## src/rtl/c7s_pkg.sv

```systemverilog
// Package for the seven-segment character encoder: segment tables, character
// codes, the job and encoding structs and the character encoding function.
// Depends on nothing; the encoder modules and the testbench import it.
package c7s_pkg;

  localparam logic [7:0] DOT_BIT     = 8'h80;
  localparam logic [7:0] PERIOD_CODE = 8'h2E;
  localparam logic [7:0] CHAR_0      = 8'h30;
  localparam logic [7:0] CHAR_9      = 8'h39;
  localparam logic [7:0] CHAR_A      = 8'h41;
  localparam logic [7:0] CHAR_Z      = 8'h5A;
  localparam logic [7:0] CHAR_M      = 8'h4D;
  localparam logic [7:0] CHAR_W      = 8'h57;
  localparam logic [7:0] CHAR_LOW_A  = 8'h61;
  localparam logic [7:0] CHAR_LOW_Z  = 8'h7A;
  localparam logic [7:0] CHAR_QUEST  = 8'h3F;
  localparam logic [7:0] CHAR_BANG   = 8'h21;
  localparam logic [7:0] CHAR_DASH   = 8'h2D;
  localparam logic [7:0] CASE_OFFSET = 8'h20;

  localparam logic [7:0] SEG_BLANK   = 8'h00;
  localparam logic [7:0] SEG_QUEST   = 8'hA3;
  localparam logic [7:0] SEG_BANG    = 8'h82;
  localparam logic [7:0] SEG_DASH    = 8'h40;
  localparam logic [7:0] SEG_M_FIRST = 8'h33;
  localparam logic [7:0] SEG_M_SEC   = 8'h27;
  localparam logic [7:0] SEG_W_FIRST = 8'h3C;
  localparam logic [7:0] SEG_W_SEC   = 8'h1E;

  localparam logic [7:0] DIGIT_CODES [10] = '{
    8'h3F, 8'h06, 8'h5B, 8'h4F, 8'h66, 8'h6D, 8'h7D, 8'h07, 8'h7F, 8'h6F
  };

  // M and W entries are never read; those letters take two bytes.
  localparam logic [7:0] LETTER_CODES [26] = '{
    8'h77, 8'h7C, 8'h39, 8'h5E, 8'h79, 8'h71, 8'h3D, 8'h76, 8'h06, 8'h1E,
    8'h76, 8'h38, 8'h00, 8'h54, 8'h3F, 8'h73, 8'h67, 8'h50, 8'h6D, 8'h78,
    8'h3E, 8'h3E, 8'h00, 8'h76, 8'h6E, 8'h5B
  };

  // Up to two characters to encode for one input item. The first is always
  // present when valid is set; only the first can carry the decimal point.
  typedef struct packed {
    logic       valid;
    logic [7:0] c0;
    logic       dot0;
    logic       c1v;
    logic [7:0] c1;
    logic       last;
  } job_t;

  typedef struct packed {
    logic       two;
    logic [7:0] b0;
    logic [7:0] b1;
  } enc_t;

  function automatic enc_t encode_char(input logic [7:0] ch, input logic dot);
    logic [7:0] up;
    logic [7:0] dp;
    enc_t       e;
    up = ch;
    dp = dot ? DOT_BIT : 8'h00;
    e  = '{two: 1'b0, b0: SEG_BLANK, b1: SEG_BLANK};
    if (ch >= CHAR_LOW_A && ch <= CHAR_LOW_Z) begin
      up = ch - CASE_OFFSET;
    end
    if (up >= CHAR_0 && up <= CHAR_9) begin
      e.b0 = DIGIT_CODES[4'(up - CHAR_0)] | dp;
    end else if (up == CHAR_M) begin
      e.two = 1'b1;
      e.b0  = SEG_M_FIRST;
      e.b1  = SEG_M_SEC | dp;
    end else if (up == CHAR_W) begin
      e.two = 1'b1;
      e.b0  = SEG_W_FIRST;
      e.b1  = SEG_W_SEC | dp;
    end else if (up >= CHAR_A && up <= CHAR_Z) begin
      e.b0 = LETTER_CODES[5'(up - CHAR_A)] | dp;
    end else if (up == CHAR_QUEST) begin
      e.b0 = SEG_QUEST;
    end else if (up == CHAR_BANG) begin
      e.b0 = SEG_BANG;
    end else if (up == CHAR_DASH) begin
      e.b0 = SEG_DASH;
    end
    return e;
  endfunction

endpackage

```

## src/rtl/c7s_char_if.sv

```systemverilog
// Character channel: valid/ready handshake carrying one ASCII character and
// its end-of-string flag. No dependencies.
interface c7s_char_if;
  logic       valid;
  logic       ready;
  logic [7:0] char_code;
  logic       end_of_text;

  modport source (output valid, output char_code, output end_of_text, input ready);
  modport sink   (input valid, input char_code, input end_of_text, output ready);
endinterface

```

## src/rtl/c7s_seg_if.sv

```systemverilog
// Segment channel: valid/ready handshake carrying one segment byte and its
// end-of-string flag. No dependencies.
interface c7s_seg_if;
  logic       valid;
  logic       ready;
  logic [7:0] segment_byte;
  logic       last_byte;

  modport source (output valid, output segment_byte, output last_byte, input ready);
  modport sink   (input valid, input segment_byte, input last_byte, output ready);
endinterface

```

## src/rtl/char_to_seven_segment_stream.sv

```systemverilog
// Top level of the seven-segment character encoder stream.
// Instantiates c7s_hold and c7s_emit; uses c7s_pkg and the c7s_char_if and
// c7s_seg_if channel interfaces.
//
// Usage: ASCII characters of a string enter on in_ch, one item per handshake,
// with end_of_text set on the last character. Segment bytes in gfedcba order,
// bit 7 the decimal point, leave on out_ch; last_byte marks the final byte
// of a string. One character is held back so that a following period can
// light its decimal point; the last character of a string flushes it.
// Letters ignore case, M and W take two bytes, and a lone period is blank.
//
// The job of an item is registered when the item is accepted, and its first
// byte then moves into the output register. Throughput is set by the byte
// sequencer in c7s_emit, which sends one byte per cycle while the receiver
// takes them: an item that causes at most one byte is taken every cycle, and
// an item that causes more (up to four, a held M or W followed by a final M
// or W) keeps the next item waiting until its last byte is sent.
//
// When the receiver stalls, the output register holds its byte and the job
// register holds the next one; items are still taken until one loads the
// job register, and only then does in_ch.ready fall. Reset (rst_n low,
// synchronous) empties the held character, the job and output registers.
module char_to_seven_segment_stream (
  input  logic   clk,
  input  logic   rst_n,
  c7s_char_if.sink   in_ch,
  c7s_seg_if.source  out_ch
);
  import c7s_pkg::*;

  job_t job;
  logic job_ready;
  logic accept;

  // An item is taken whenever the emit stage can load a new job; items that
  // cause no byte still move the held character.
  assign in_ch.ready = job_ready;
  assign accept      = in_ch.valid && job_ready;

  c7s_hold u_hold (
    .clk         (clk),
    .rst_n       (rst_n),
    .accept      (accept),
    .char_code   (in_ch.char_code),
    .end_of_text (in_ch.end_of_text),
    .job         (job)
  );

  // Gate the job with the input valid so that only accepted items load.
  job_t job_gated;
  always_comb begin
    job_gated       = job;
    job_gated.valid = job.valid && in_ch.valid;
  end

  c7s_emit u_emit (
    .clk       (clk),
    .rst_n     (rst_n),
    .job_in    (job_gated),
    .job_ready (job_ready),
    .out_valid (out_ch.valid),
    .out_ready (out_ch.ready),
    .out_byte  (out_ch.segment_byte),
    .out_last  (out_ch.last_byte)
  );

endmodule

```

## src/rtl/c7s_hold.sv

```systemverilog
// Hold stage: keeps the character held back for a possible period and turns
// each accepted item into an encoding job. Depends on c7s_pkg.
module c7s_hold (
  input  logic          clk,
  input  logic          rst_n,
  input  logic          accept,
  input  logic [7:0]    char_code,
  input  logic          end_of_text,
  output c7s_pkg::job_t job
);
  import c7s_pkg::*;

  logic [7:0] held_char_r, held_char_nxt;
  logic       held_valid_r, held_valid_nxt;

  always_comb begin
    job            = '0;
    job.last       = end_of_text;
    held_char_nxt  = held_char_r;
    held_valid_nxt = held_valid_r;
    if (held_valid_r && char_code == PERIOD_CODE) begin
      // The period merges into the held character.
      job.valid      = 1'b1;
      job.c0         = held_char_r;
      job.dot0       = 1'b1;
      held_valid_nxt = 1'b0;
      held_char_nxt  = 8'h00;
    end else begin
      if (held_valid_r) begin
        job.valid = 1'b1;
        job.c0    = held_char_r;
        job.c1    = char_code;
        job.c1v   = end_of_text;
      end else begin
        job.valid = end_of_text;
        job.c0    = char_code;
      end
      held_valid_nxt = !end_of_text;
      held_char_nxt  = end_of_text ? 8'h00 : char_code;
    end
  end

  always_ff @(posedge clk) begin
    if (!rst_n) begin
      held_char_r  <= 8'h00;
      held_valid_r <= 1'b0;
    end else if (accept) begin
      held_char_r  <= held_char_nxt;
      held_valid_r <= held_valid_nxt;
    end
  end

`ifndef ASSERT_OFF
  a_end_flushes: assert property (@(posedge clk) disable iff (!rst_n)
    accept && end_of_text |=> !held_valid_r)
    else $error("character still held after end of string");
  a_job_when_held: assert property (@(posedge clk) disable iff (!rst_n)
    accept && held_valid_r |-> job.valid && job.c0 == held_char_r)
    else $error("held character not released into a job");
  a_period_merges: assert property (@(posedge clk) disable iff (!rst_n)
    accept && held_valid_r && char_code == PERIOD_CODE |-> job.dot0 && !job.c1v)
    else $error("period after a held character did not merge");
`endif

endmodule

```

## src/rtl/c7s_emit.sv

```systemverilog
// Emit stage: job register, byte sequencer and output register; depends on
// c7s_pkg. Sends a job's one to four segment bytes, one per unstalled cycle.
module c7s_emit (
  input  logic          clk,
  input  logic          rst_n,
  input  c7s_pkg::job_t job_in,
  output logic          job_ready,
  output logic          out_valid,
  input  logic          out_ready,
  output logic [7:0]    out_byte,
  output logic          out_last
);
  import c7s_pkg::*;

  job_t       job_r;
  logic       job_vld_r;
  logic       sel_r;
  logic       half_r;
  logic       out_valid_r;
  logic [7:0] out_byte_r;
  logic       out_last_r;

  enc_t       enc;
  logic [7:0] cur_char;
  logic       cur_dot;
  logic       char_done;
  logic       job_done;
  logic       can_emit;
  logic       job_load;

  always_comb begin
    cur_char  = sel_r ? job_r.c1 : job_r.c0;
    cur_dot   = sel_r ? 1'b0 : job_r.dot0;
    enc       = encode_char(cur_char, cur_dot);
    char_done = !enc.two || half_r;
    job_done  = char_done && (sel_r || !job_r.c1v);
    can_emit  = job_vld_r && (!out_valid_r || out_ready);
    job_ready = !job_vld_r || (can_emit && job_done);
    job_load  = job_in.valid && job_ready;
  end

  always_ff @(posedge clk) begin
    if (!rst_n) begin
      job_vld_r   <= 1'b0;
      sel_r       <= 1'b0;
      half_r      <= 1'b0;
      out_valid_r <= 1'b0;
    end else begin
      if (can_emit) begin
        out_valid_r <= 1'b1;
      end else if (out_ready) begin
        out_valid_r <= 1'b0;
      end
      if (job_load) begin
        job_vld_r <= 1'b1;
        sel_r     <= 1'b0;
        half_r    <= 1'b0;
      end else if (can_emit) begin
        if (job_done) begin
          job_vld_r <= 1'b0;
          sel_r     <= 1'b0;
          half_r    <= 1'b0;
        end else if (char_done) begin
          sel_r  <= 1'b1;
          half_r <= 1'b0;
        end else begin
          half_r <= 1'b1;
        end
      end
    end
  end

  always_ff @(posedge clk) begin
    if (job_load) begin
      job_r <= job_in;
    end
    if (can_emit) begin
      out_byte_r <= half_r ? enc.b1 : enc.b0;
      out_last_r <= job_done && job_r.last;
    end
  end

  assign out_valid = out_valid_r;
  assign out_byte  = out_byte_r;
  assign out_last  = out_last_r;

`ifndef ASSERT_OFF
  a_idle_clean: assert property (@(posedge clk) disable iff (!rst_n)
    !job_vld_r |-> !sel_r && !half_r)
    else $error("sequencer position left over without a job");
  a_sel_second: assert property (@(posedge clk) disable iff (!rst_n)
    job_vld_r && sel_r |-> job_r.c1v)
    else $error("second character selected but not present");
  a_half_two_byte: assert property (@(posedge clk) disable iff (!rst_n)
    job_vld_r && half_r |-> enc.two)
    else $error("second byte of a one-byte character");
`endif

endmodule

```

## src/flat_wrapper.sv

```systemverilog
// flat-port wrapper written by rule: the top's interface ports become plain ports
module char_to_seven_segment_stream_flat import c7s_pkg::*;
  (clk, rst_n, in_ch_valid, in_ch_char_code, in_ch_end_of_text, in_ch_ready, out_ch_valid, out_ch_segment_byte, out_ch_last_byte, out_ch_ready);
  c7s_char_if in_ch_i ();
  c7s_seg_if out_ch_i ();
  input  logic clk;
  input  logic rst_n;
  input wire logic [$bits(in_ch_i.valid)-1:0] in_ch_valid;
  input wire logic [$bits(in_ch_i.char_code)-1:0] in_ch_char_code;
  input wire logic [$bits(in_ch_i.end_of_text)-1:0] in_ch_end_of_text;
  output wire logic [$bits(in_ch_i.ready)-1:0] in_ch_ready;
  output wire logic [$bits(out_ch_i.valid)-1:0] out_ch_valid;
  output wire logic [$bits(out_ch_i.segment_byte)-1:0] out_ch_segment_byte;
  output wire logic [$bits(out_ch_i.last_byte)-1:0] out_ch_last_byte;
  input wire logic [$bits(out_ch_i.ready)-1:0] out_ch_ready;
  assign in_ch_i.valid = in_ch_valid;
  assign in_ch_i.char_code = in_ch_char_code;
  assign in_ch_i.end_of_text = in_ch_end_of_text;
  assign in_ch_ready = in_ch_i.ready;
  assign out_ch_valid = out_ch_i.valid;
  assign out_ch_segment_byte = out_ch_i.segment_byte;
  assign out_ch_last_byte = out_ch_i.last_byte;
  assign out_ch_i.ready = out_ch_ready;
  char_to_seven_segment_stream u_core (.clk(clk), .rst_n(rst_n), .in_ch(in_ch_i), .out_ch(out_ch_i));
endmodule
```

## config.mk

```make
export PLATFORM = sky130hd
export DESIGN_NAME = char_to_seven_segment_stream_flat
export DESIGN_NICKNAME = d
export VERILOG_FILES = /design/src/rtl/c7s_pkg.sv /design/src/rtl/c7s_char_if.sv /design/src/rtl/c7s_seg_if.sv /design/src/rtl/char_to_seven_segment_stream.sv /design/src/rtl/c7s_hold.sv /design/src/rtl/c7s_emit.sv /design/src/flat_wrapper.sv
export SDC_FILE = /design/constraint.sdc
export NUM_CORES = 1
export LEC_CHECK = 0
export ABC_AREA = 1
export BUFFER_PORTS_ARGS = -buffer_cell sky130_fd_sc_hd__buf_4
export CAP_MARGIN = 40
export CORE_ASPECT_RATIO = 0.8
export CORE_UTILIZATION = 50
export DETAILED_ROUTE_END_ITERATION = 16
export HOLD_SLACK_MARGIN = 0.06
export PLACE_DENSITY = 0.83
export SLEW_MARGIN = 20
export SYNTH_ARGS = -nofsm -noshare
export SYNTH_HDL_FRONTEND = slang
export SYNTH_HIERARCHICAL = 1
export SYNTH_SLANG_ARGS = --single-unit
```

## constraint.sdc

```tcl
create_clock -name clk -period 2.7 [get_ports clk]
set_input_delay 0.27 -clock clk [delete_from_list [all_inputs] [get_ports clk]]
set_output_delay 0.27 -clock clk [all_outputs]
set_load 0.02 [all_outputs]
```

; ---- Word level (Yosys, flattened, before mapping)
; Memories as Yosys holds them, arrays and structs flattened.
; Cells that the tools add are included.
; Widths: inputs -> output; s select.
[op_classes]
add_sub_neg = 3
magnitude_cmp = 8
eq_ne = 6
n_mux = 35
bitwise = 6
n_reduce_logical = 28
[op_table]
columns = op, count
row1 = $mux 8, 17
row2 = $eq 8x6->1 const B, 4
row3 = $mux 9, 2
row4 = $mux 17, 1
row5 = $eq 8x7->1 const B, 2
row6 = $ge 8x7->1 const B, 2
row7 = $le 8x7->1 const B, 2
row8 = $or 8x8->8, 2
row9 = $mux 1, 14
row10 = $logic_and 1x1->1, 11
row11 = $ge 8x6->1 const B, 1
row12 = $le 8x6->1 const B, 1
row13 = $reduce_bool 2->1, 4
row14 = $sub 8x6->8 const B, 1
row15 = $mux 7, 1
row16 = $ge 6x6->1 const B, 1
row17 = $not 5->6, 1
row18 = $ge 5x5->1 const B, 1
row19 = $logic_not 1->1, 5
row20 = $not 4->5, 1
row21 = $sub 5x1->5 const B, 1
row22 = $logic_or 1x1->1, 4
row23 = $reduce_and 2->1, 2
row24 = $reduce_or 2->1, 2
row25 = other kinds (2), 3
[totals]
reg_bits = 41
mem_bits_ro = 384
inputBits = 13
output_inout_bits = 11
wordCells = 101
mem_count = 2
[mem_list]
columns = name, words, width, read_ports, rd_ports_with_merged_regs, wr, line
row1 = (no name shown), 32, 8, 1, 0, 0, c7s_pkg.sv:79  ; e.b0 = LETTER_CODES[5'(up - CHAR_A)] | dp;
row2 = (no name shown), 16, 8, 1, 0, 0, c7s_pkg.sv:69  ; e.b0 = DIGIT_CODES[4'(up - CHAR_0)] | dp;

; ---- Logic depth before layout (Yosys ltp)
[depth]
word_depth = 22
mapped_depth = 27

; ---- Hierarchy
; Netlist, hierarchy kept.
[by_module_without_submodules]
columns = mod, n_inst, cells_per_inst, area_per_inst_um2
row1 = c7s_emit, 1, 293, 2339.7
row2 = c7s_hold, 1, 98, 635.6
row3 = char_to_seven_segment_stream, 1, 4, 15.0

; ---- Worst setup path before layout
; OpenSTA, ideal clock, no wires.
[synth_path]
kind = flip-flop to flip-flop
start = reg u_core.u_emit.sel_r
end = reg u_core/u_emit/job_r[0] in the netlist's numbering (enable)
arrival_ns = 2.647
slack_ns = -0.320
path_stages_with_launch = 18
n_path_buf = 1
period_less_slack_ns = 3.020
cell_sequence = dfxtp_1 buf_6 o21ai_1 inv_1 ha_1 nand4_1 nand2_1 nand2_2 nand3_1 nand2_2 nor2_2 nand4_4 nand2_2 nand2_2 nand3_2 nand2_4 nand2_4 inv_1
[synth_via]
elab_chain_cells = 14
word_cells_on_any_way = 21
cone_classes = 1 x add/sub / 4 x order compare / 2 x eq/ne / 5 x mux / 9 x reduce/logical
[synth_rtl]
columns = element, line
row1 = start: declaration, c7s_emit.sv:17  ; logic sel_r;
row2 = start signal: assignment, c7s_emit.sv:45  ; sel_r <= 1'b0;
row3 = start signal: assignment, c7s_emit.sv:56  ; sel_r <= 1'b0;
row4 = start signal: assignment, c7s_emit.sv:61  ; sel_r <= 1'b0;
row5 = branches (longest 10 deep; another with $ge 8x7->1), -
row6 = $logic_and 1x1->1 *, c7s_emit.sv:36  ; job_done = char_done && (sel_r || !job_r.c1v);
row7 = $logic_and 1x1->1 *, c7s_emit.sv:38  ; job_ready = !job_vld_r || (can_emit && job_done);
row8 = $logic_or 1x1->1 *, c7s_emit.sv:38
row9 = via in_ch_ready, flat_wrapper.sv:11  ; output wire logic [$bits(in_ch_i.ready)-1:0] in_ch_ready;
row10 = $logic_and 1x1->1 *, c7s_emit.sv:39  ; job_load = job_in.valid && job_ready;
row11 = via u_core.u_emit.job_load, c7s_emit.sv:29  ; logic job_load;
row12 = end signal: assignment, c7s_emit.sv:75  ; job_r <= job_in;
row13 = end: declaration, c7s_emit.sv:15  ; job_t job_r;
; Mark *: on every way through the listed nets, which the timed path passes.
; A chain may end at the register's enable or synchronous reset.

; ---- Final worst setup path
[layout_path]
start = reg u_core/u_emit/job_r[2] in the netlist's numbering
end = out in_ch_ready
[layout_via]
elab_chain_cells = 13
word_cells_on_any_way = 19
cone_classes = 1 x add/sub / 4 x order compare / 2 x eq/ne / 5 x mux / 7 x reduce/logical
[layout_rtl]
columns = element, line
row1 = $mux 8 *, c7s_emit.sv:32  ; cur_char = sel_r ? job_r.c1 : job_r.c0;
row2 = $ge 8x7->1 / $le 8x7->1 (equally long branches), c7s_pkg.sv:65  ; if (ch >= CHAR_LOW_A && ch <= CHAR_LOW_Z) begin
row3 = $logic_and 1x1->1, c7s_pkg.sv:65
row4 = $mux 8 *, c7s_pkg.sv:65
row5 = branches (longest 3 deep; another with $ge 8x6->1), -
row6 = $mux 1 *, c7s_pkg.sv:68  ; if (up >= CHAR_0 && up <= CHAR_9) begin
row7 = $logic_not 1->1 *, c7s_emit.sv:35  ; char_done = !enc.two || half_r;
row8 = $logic_or 1x1->1 *, c7s_emit.sv:35
row9 = $logic_and 1x1->1 *, c7s_emit.sv:36
row10 = $logic_and 1x1->1 *, c7s_emit.sv:38
row11 = $logic_or 1x1->1 *, c7s_emit.sv:38
row12 = end: declaration, flat_wrapper.sv:11
; Mark *: on every way between the ends.

==> flow_summary.toml <==
[synth]
netlist_area_sq_um = 2990
yosysWarnings = 6
seq_area_frac_synth_pct = 36.8
synth-edff-count = 28
synth.distinct_cells = 39
yosys_most_used_dff = "edfxtp_1"
async_flop_share_pct = 0
synth_nets = 418
avgSynthCellArea_sq_um = 7.57
netlist_instances = 395
ys_ff_latch = 41

[setup_path]
critPathRequiredTime_ps = 2430
max_stage_delay_ps = 360
timing.critical_path.from = "u_core/u_emit/job_r[2]$_DFFE_PP_"
endpoint_kind = "output pin"
worstSetupPathType = "flop to output pin"
path_buf_inv = 4
cp.arrival_ps = 2610
crit_path_top_delay_cell = "edfxtp_1"
startpoint_type = "flop"
cp_cell_sequence = "inv_1, nand2_2, nand2_8, buf_6, ha_4, nand4_1, nand2_1, nand2_2, nand3_2, nand2_4, nor3_4, nand2_2, nand2_4, nand2_4, nand3_4, nand2_4, buf_12, buf_8"
r2r-start = "u_core/u_emit/job_r[2]$_DFFE_PP_"
cp_top_family = "simple AND/OR/NAND/NOR gates"
crit_path_frequent_cell = "nand2_4"
path_max_fanout = 5

[final_layout]
area_growth_pct = 35.6
seqCellArea_sq_um = 1100
n_fill_cell = 387
multiInputGateArea_sq_um = 1780
postLayoutCoreUtil_pct = 72.2
diodes = 0
fin_nets = 499
drive_above_1_share_pct = 40.7

[sta]
setup_viol = 31
setup_tns_ps = -1920
skew_ps = 8.21
fin_ws_ps = -177
tightest_slew_ps = 525
report.final.slew_viol_count = 0
post-route-period-util_pct = 107
holdWs_ps = 183
min_period_ps = 2880
fmax_ghz = 0.348
hold_violations = 0
maxSlewHeadroom_pct = 65.0
rsz0062_at_grt = "yes"

[floorplanning]
ioPinCount = 24
core_area_sq_um = 5620
fp.dieH_um = 71.2
die_area_sq_um = 6300
rows = 24
start_util_pct = 53.3
chipWidth_um = 88.5

[pwr]
p_leak_nw = 1.93
peakVddDrop_mv = 0.440
power_frac_comb_pct = 42.6
pwr-share-clk_pct = 22.3
swShare_pct = 35.7
power.switching_w = 0.000769
p_int_w = 0.00138
p_seq_share_pct = 35.2
power_w = 0.00215
powerDensity_nw_per_um2 = 531

[detailed_routing]
wire_per_inst_um = 14.2
ant_nets = 0
drc = 0
drtIter0Drc = 208
wirelength_mm = 7.90
firstDrtPassIters = 5
vias_per_cell = 5.30
vias = 2941

[clock_tree]
cts.htree.levels = 2
cts_buffers = 5
clk_pin_slew_ps = 80
clkLatencyLatePin_ps = 290
holdBufCountCts = 0
cts_tree = "built"
clock-sinks = 41
cts_root_buf = "clkbuf_8"
clock_path_buffers = 2

[grt]
gr-usage-all-layers_pct = 24.8
grt_max_degree = 26
grt_pass1_vias = 2779
grt_pass1_wl_mm = 12.0
grt_overflow = 0
antenna_found_initial = 0

[flow_run]
max_cap_violations = 0

[run_status]
violations = "setup timing"
status = "finished with violations"

[min_path]
worstHoldStart = "in_ch_end_of_text"
min_path_type = "input pin to flop"

[placement]
hpwl_mm = 5.29
gp_congestion = 0.935
portBuffers = 23
kinds of logic (layout without fill, tap and decap cells):
family	count (synthesis)	count (layout)	synth area share, %
AO/OA/AOI/OAI	62	62	12.0
XOR/XNOR	1	1	0.293
adder cells (fa/ha/maj)	10	10	4.18
buffers and inverters	80	162	11.6
flip-flops	41	41	36.8
AND/OR/NAND/NOR	201	201	35.1
power by group through the flow:
stage          logic, W  clock network, W  registers (W)
2_1_floorplan  0.000488                 0       0.000784
3_3_place_gp   0.000728                 0       0.000768
3_5_place_dp   0.000744                 0       0.000771
4_1_cts        0.000797          0.000489       0.000757
5_1_grt        0.000994          0.000512       0.000762
6_report       0.000917          0.000479       0.000758
final timing paths:
path                                                             endpoint  slack [ps]  depth (start not counted)
worst min-delay path                     u_core/u_emit/job_r[0]$_DFFE_PP_         180                          1
worst max register to register  u_core/u_hold/held_char_r[3]$_SDFFE_PN0P_        -110                         21
worst max-delay path                                          in_ch_ready        -180                         18
worst min register to register  u_core/u_hold/held_char_r[6]$_SDFFE_PN0P_         470                          2
per-layer routing:
layer / share of wire (%) / vias to the layer above / global-route usage, %
li1: - / 1437 / -
met4: 3.3 / 0 / 13.6
met3: 4.7 / 31 / 5.13
met2: 54 / 108 / 43.2
met5: 0 / - / 0
met1: 38 / 1365 / 28.3
sequential cells by signal, summed over array words and instances, names as in the netlist:
register	count
u_core/u_emit/sel_r	1
u_core/u_emit/out_valid	1
u_core/u_emit/job_r	19
u_core/u_emit/half_r	1
u_core/u_emit/out_last	1
u_core/u_emit/job_vld_r	1
u_core/u_hold/held_valid_r	1
u_core/u_hold/held_char_r	8
u_core/u_emit/out_byte	8
cells in the final DEF, fill, tap and decap left out, types with 3 or more instances in the layout:
cell        count
buf_6           5
ha_4            3
clkbuf_8        5
nand2_2        28
inv_1          50
nand3_2         3
nor2_2          6
nand3_1        30
dfxtp_1        12
nand2_1        77
o21ai_1        10
nor2_1         18
inv_2          13
clkinvlp_4      3
nand3_4         3
inv_4           5
buf_4          75
o21ai_0        18
ha_1            7
a21oi_1        14
edfxtp_1       28
nand2_4        20
nor2_4          5
o211ai_1        6
metrics by stage:
step           setup slack (ps)  instance area, sq um  cells
2_1_floorplan             -33.1                  3050    395
3_3_place_gp               38.3                  3530    522
3_5_place_dp               -111                  3530    522
4_1_cts                   -17.7                  3810    545
5_1_grt                    -302                  4050    555
6_report                   -177                  4050    555
timing repair:
item,in CTS,in global routing
resized for setup,15,48
endpoints found under the hold margin,0,0
endpoints found under the setup margin,30,37
cloned,1,0
buffers inserted,14,10
pin swaps,14,22
synthesized netlist by cell type, types with 2 or more instances:
master    instances  area, sq um
dfxtp_1          13          260
nor2_1           24         90.1
nor3_2            2         20.0
nand2_2          28          175
edfxtp_1         28          841
nand2_4          12          135
o21ai_0          24          120
a32oi_1           2         17.5
nor3_1            3         15.0
o21ai_1           7         35.0
inv_2             9         33.8
inv_4             2         12.5
nand3_2           2         20.0
buf_4             2         15.0
nand3_1          33          165
buf_2             3         15.0
inv_1            59          221
ha_1             10          125
o211ai_1          6         45.0
nor2_2            3         18.8
nand2_1          86          323
buf_6             4         45.0
a21oi_1          15         75.1
nor2_4            2         22.5
nand4_1           2         12.5
layout make-up:
class                           count  share of cell area (%)
Clock buffer                        6                    1.79
Clock inverter                      2                   0.957
Inverter                           70                    6.98
Multi-Input combinational cell    274                    43.8
Sequential cell                    41                    27.3
Tap cell                           78                    2.41
Timing Repair Buffer               83                    16.6
Timing Repair inverter              1                   0.185
No activity file was read; power rests on OpenSTA's default activity.
